<file path="src/sv/sbs_pkg.sv">
// shared types and constants for the sorted table binary search block
// depends on nothing; imported by sbs_datapath, sbs_ctrl and the top module
`timescale 1ns / 1ps

package sbs_pkg;

    // table geometry
    localparam int DEPTH  = 1024;
    localparam int ADDR_W = $clog2(DEPTH);
    localparam int CNT_W  = $clog2(DEPTH + 1);
    localparam int SUM_W  = CNT_W + 1;

    // fixed field widths
    localparam int KEY_W  = 32;
    localparam int IDX_W  = 10;
    localparam int CFG_W  = 11;
    localparam int POS_W  = 10;

    // item commands
    localparam logic CMD_LOAD   = 1'b0;
    localparam logic CMD_SEARCH = 1'b1;

    // controller states
    typedef enum logic [1:0] {
        ST_IDLE,
        ST_SETUP,
        ST_PROBE
    } t_state;

    // controller to datapath commands
    typedef struct packed {
        logic wr_en;    // store key of a load beat
        logic init;     // capture key and open the search range
        logic rd_en;    // read the table at the current or next midpoint
        logic step;     // narrow the range after a miss on the probe
        logic finish;   // capture the result
        logic found;    // result flag captured with finish
    } t_dp_cmd;

    // datapath to controller status
    typedef struct packed {
        logic empty;      // search range is empty
        logic hit;        // probed entry equals the key
        logic next_empty; // range after this probe would be empty
    } t_dp_status;

endpackage

</file>
<file path="src/sv/sbs_ctrl.sv">
// controller state machine for the binary search
// depends on sbs_pkg
`timescale 1ns / 1ps

module sbs_ctrl (
    input  logic                i_clk,
    input  logic                i_rst_n,
    input  logic                i_start,
    input  logic                i_cmd,
    input  sbs_pkg::t_dp_status i_status,
    output sbs_pkg::t_dp_cmd    o_ctl,
    output logic                o_busy,
    output logic                o_done
);

    import sbs_pkg::*;

    t_state r_state;
    t_state n_state;
    logic   r_done;
    logic   n_done;

    // state and strobe registers
    always_ff @(posedge i_clk) begin
        if (!i_rst_n) begin
            r_state <= ST_IDLE;
            r_done  <= 1'b0;
        end else begin
            r_state <= n_state;
            r_done  <= n_done;
        end
    end

    // next state and commands
    always_comb begin
        n_state = r_state;
        n_done  = 1'b0;
        o_ctl   = '0;
        case (r_state)
            ST_IDLE: begin
                if (i_start) begin
                    if (i_cmd == CMD_SEARCH) begin
                        o_ctl.init = 1'b1;
                        n_state    = ST_SETUP;
                    end else begin
                        o_ctl.wr_en = 1'b1;
                    end
                end
            end
            ST_SETUP: begin
                if (i_status.empty) begin
                    o_ctl.finish = 1'b1;
                    n_done       = 1'b1;
                    n_state      = ST_IDLE;
                end else begin
                    o_ctl.rd_en = 1'b1;
                    n_state     = ST_PROBE;
                end
            end
            ST_PROBE: begin
                if (i_status.hit) begin
                    o_ctl.finish = 1'b1;
                    o_ctl.found  = 1'b1;
                    n_done       = 1'b1;
                    n_state      = ST_IDLE;
                end else if (i_status.next_empty) begin
                    o_ctl.finish = 1'b1;
                    n_done       = 1'b1;
                    n_state      = ST_IDLE;
                end else begin
                    o_ctl.step  = 1'b1;
                    o_ctl.rd_en = 1'b1;
                end
            end
            default: begin
                n_state = ST_IDLE;
            end
        endcase
    end

    assign o_busy = (r_state != ST_IDLE);
    assign o_done = r_done;

endmodule

</file>
<file path="config.mk">
export PLATFORM = sky130hd
export DESIGN_NAME = sbs_ctrl
export DESIGN_NICKNAME = d
export VERILOG_FILES = /design/src/sv/sbs_pkg.sv /design/src/sv/sbs_ctrl.sv
export SDC_FILE = /design/constraint.sdc
export NUM_CORES = 1
export LEC_CHECK = 0
export ABC_AREA = 1
export ABC_CLOCK_PERIOD_IN_PS = 1050
export BUFFER_PORTS_ARGS = -buffer_cell sky130_fd_sc_hd__buf_4
export CORE_AREA = 2 2 39 41
export CTS_CLUSTER_DIAMETER = 60
export DETAILED_ROUTE_END_ITERATION = 10
export DIE_AREA = 0 0 41 43
export PLACE_DENSITY = 0.44
export SYNTH_ARGS = -nofsm -noshare
export SYNTH_HDL_FRONTEND = slang
export SYNTH_SLANG_ARGS = --single-unit
export TNS_END_PERCENT = 30
</file>
<file path="constraint.sdc">
create_clock -name i_clk -period 1.05 [get_ports i_clk]
set_input_delay 0.105 -clock i_clk [delete_from_list [all_inputs] [get_ports i_clk]]
set_output_delay 0.105 -clock i_clk [all_outputs]
set_load 0.005 [all_outputs]
</file>
[After elaboration in Yosys (flattened, before gate mapping)]
Cells that the tools add are included.
Word-level totals
  ROM bits: 0
  register bits after elaboration: 3
  memories kept: 0
  input port bits: 7
  RAM bits: 0
  latch bits: 0
  output and inout port bits: 8
  logic and storage cells: 31
Operators by class
  muxes and demuxes: 21
  reduce and logical (&&, ||, !) cells: 3
  bitwise gates (word level): 0
  add/sub/neg operators: 0
  $lt $le $gt $ge: 0
  div/mod/pow operators: 0
  shift-type cells: 0
  $mul: 0
  eq/ne operators: 5
Operators by type and width (count)
  two-way mux 2 bit: 9
  two-way mux 1 bit: 9
  one-hot mux 2 bit (3 select lines): 1
  != test 2 bit (second input constant): 2
  one-hot mux 1 bit (2 select lines): 2
  != test 3 bit (second input constant): 1
  AND reduction 3 bit: 1
  == test 2 x 1 -> 1 bit (second input constant): 1
  == test 2 bit (second input constant): 1
  zero test 2 bit: 1
  nonzero test 2 bit: 1

[Logic depth before layout (Yosys ltp)]
  depth in word-level cells: 3
  gate-level depth with buffers: 7
  gate-level depth less buffers: 6

[Worst setup path before layout]
OpenSTA, ideal clock, no wires.
  path kind: flip-flop to output port
  start point: reg r_state[0]
  end point: out o_ctl[1] (netlist bit)
  slack: -4 ps
  required time: 945 ps
  data arrival time: 949 ps
  buffers on the path: 1
  cell stages (with the launch flop): 8
  cell sequence: dfxtp_1 > inv_1 > ha_1 > o21ai_0 > nand2_1 > nand2_1 > inv_1 > buf_4
On the way
  word-level cells in the longest chain between the ends: 2
  elaborated cells on any way between the ends: 3
  classes of those cells: 2 x eq/ne; 1 x mux
Ends and longest elaborated chain
  from (decl): RTL line sbs_ctrl.sv:18  | t_state r_state;
  from (signal assigned): RTL line sbs_ctrl.sv:29  | r_state <= n_state;
  == test 2 bit / == test 2 x 1 -> 1 bit (equally long branches)
  one-hot mux 1 bit (2 select lines) *
  to (decl): RTL line sbs_ctrl.sv:11  | output sbs_pkg::t_dp_cmd o_ctl,
Mark *: on every way between the ends. The rest lies on a longest branch, timed or not.

==> flow_metrics.tcl <==
set metrics [dict create \
    status "finished with violations" \
    violations "negative setup slack" \
    clkLatencyLatePin_ns 0.23 \
    relSlewSlack_pct 88.6 \
    synth_top_area_cell "dfxtp_1" \
    grt_busiest_layer "met2" \
    die_w_um 41 \
    net-switching-power_uw 117 \
    finalSetupViolCount 10 \
    gr-total-overflow 0 \
    io_pins 15 \
    path_clk_slew_ns 0.04 \
    grt_pass1_vias 253 \
    cap_violations 0 \
    end_kind "output port" \
    coreArea_um2 1380 \
    placed_area_um2 375 \
    slew_violations 0 \
    worstPathRequired_ns 0.94 \
    leakage_nw 0.247 \
    p_int_uw 321 \
    layout_common_cells "15 x buf_4, 9 x nand2_1, 4 x inv_1" \
    reg2regPathDepth 8 \
    syn_area_um2 248 \
    hold_path_class "input port to register" \
    grt_use_met1_pct 8.97 \
    antenna_cells 0 \
    start_util_pct 17.9 \
    synthCells 39 \
    syn-num-nets 49 \
    dp_hpwl_um 475 \
    firstDrtPassIters 4 \
    antenna_found_initial 0 \
    rsz0062_at_grt "yes" \
    routed_wl_um 620 \
    via_per_inst 3.83 \
    drc 0 \
    vias 291 \
    worst_pin_slew_ns 0.171 \
    crit_type "register to output port" \
    ys_seq_area_share_pct 24.2 \
    whs_ns 0.173 \
    tns_ns -1.00 \
    grt_max_degree 4 \
    dp.cells 69 \
    ys_ff_latch 3 \
    wire_per_inst_um 8.16 \
    grt_use_total_pct 7.72 \
    finalNonFillerCells 76 \
    die_height_um 43 \
    period_needed_ns 1.28 \
    post_synth.cell_area_avg_um2 6.35 \
    met3_usage_pct 1.57 \
    comb_power_share_pct 26.8 \
    fin_area_um2 503 \
    fmax_mhz 782 \
    clockPowerShare_pct 45.3 \
    cp_max_fo 3 \
    htreeDepth 1 \
    fin_skew_ns 0.00276 \
    drt-initial-drc-count 2 \
    drive_above_1_share_pct 66.7 \
    syn_to_final_growth_pct 103 \
    cts_tree "built" \
    p_sw_share_pct 26.8 \
    io_buffer_count 14 \
    fill_cells 153 \
    ant_nets 0 \
    fin_crit_sh_pct 122 \
    seqPwrFrac_pct 27.9 \
    synthTopCellsByArea "dfxtp_1 24%, ha_1 15%, nand2_1 14%" \
    setup_ws_ns -0.228 \
    gp_congestion 0.638 \
    cts_buffers 3 \
    fp-row-count 14 \
    hold_viol 0 \
    clock_sinks 3 \
    cts_buffer_depth 2 \
    synth_cell_types 13 \
    power.density_nw_per_um2 871 \
    die_area_um2 1760 \
    start_kind "register" \
    grt_util_met2_pct 10.6 \
    yosys_warnings 0 \
    cts-root-buf "clkbuf_4" \
    fin_nets 71 \
    yosysTopAreaCellShare_pct 24.2 \
    irDropWorstVdd_uv 414 \
    hold_depth 3 \
    worstPathArrival_ns 1.17 \
    layout_commonest_cell "buf_4" \
    grt_pass1_wl_um 890 \
]
state kept, by name (all words and copies together) (netlist names):
name,cells
o_done,1
r_state,2
cells by family (layout without fill, tap and decap cells):
logic type | count (synthesis) | count (layout) | synth area share (%)
simple gates | 20 | 20 | 37.9
fa+ha+maj | 3 | 3 | 15.2
flops | 3 | 3 | 24.2
buf+inv | 10 | 31 | 16.7
compound gates | 3 | 3 | 6.06
cell type report:
type	count	area, um^2	area share (%)
clock buffer	4	26.3	5.22
inverter	9	41.3	8.21
multi-input combinational	26	201	40.0
sequential	3	67.6	13.4
tap	16	20.0	3.98
timing repair buffer	18	146	29.1
critical path, cell delays in order, from the launching register on:
cell and delay, ns:
dfxtp_4 0.37, inv_4 0.05, ha_4 0.16, nand2_2 0.08
inv_2 0.04, nor2_1 0.07, nor2_1 0.04, buf_4 0.12
cell usage after synthesis (all sizes together):
cell   count
nand2     12
inv        9
nor2       7
dfxtp      3
ha         3
a21oi      2
buf        1
nand3      1
o21ai      1
per-stage QoR:
stage | util [%] | setup slack (ns) | total power, mW
4_1_cts | 30.5 | -0.248 | 0.425
3_5_place_dp | 27.1 | -0.0407 | 0.212
5_1_grt | 36.3 | -0.286 | 0.466
3_3_place_gp | 27.1 | -0.0275 | 0.212
6_report | 36.3 | -0.228 | 0.438
2_1_floorplan | - | 0.0313 | 0.168
power groups by stage:
| stage | logic, mW | clock network [mW] | registers, mW |
|---|---|---|---|
| 6_report | 0.117 | 0.198 | 0.122 |
| 5_1_grt | 0.130 | 0.214 | 0.123 |
| 4_1_cts | 0.0926 | 0.210 | 0.122 |
| 3_5_place_dp | 0.0891 | 0 | 0.123 |
| 3_3_place_gp | 0.0894 | 0 | 0.123 |
| 2_1_floorplan | 0.0455 | 0 | 0.122 |
path summary, 6_finish.rpt:
check	start	slack, ns	endpoint
max	r_state[0]$_SDFFE_PN0P_	-0.23	o_ctl[3]
min	i_rst_n	0.17	o_done$_SDFF_PN0_
max reg2reg	r_state[0]$_SDFFE_PN0P_	-0.07	o_done$_SDFF_PN0_
min reg2reg	r_state[1]$_SDFFE_PN0P_	0.51	r_state[1]$_SDFFE_PN0P_
metal layers:
layer / vias to the layer above / part of all wire (%)
met2: 8 / 56
met3: 0 / 7.9
met4: 0 / 0
met1: 130 / 36
met5: - / 0
li1: 153 / -
timing repair:
action                     4_1_cts  5_1_grt
setup endpoints to repair        9       10
pin swaps                        4        4
gates resized for setup          6       18
hold buffers                     0        0
setup buffers                    2        1
Note: power is estimated with default switching activity, not from simulation.
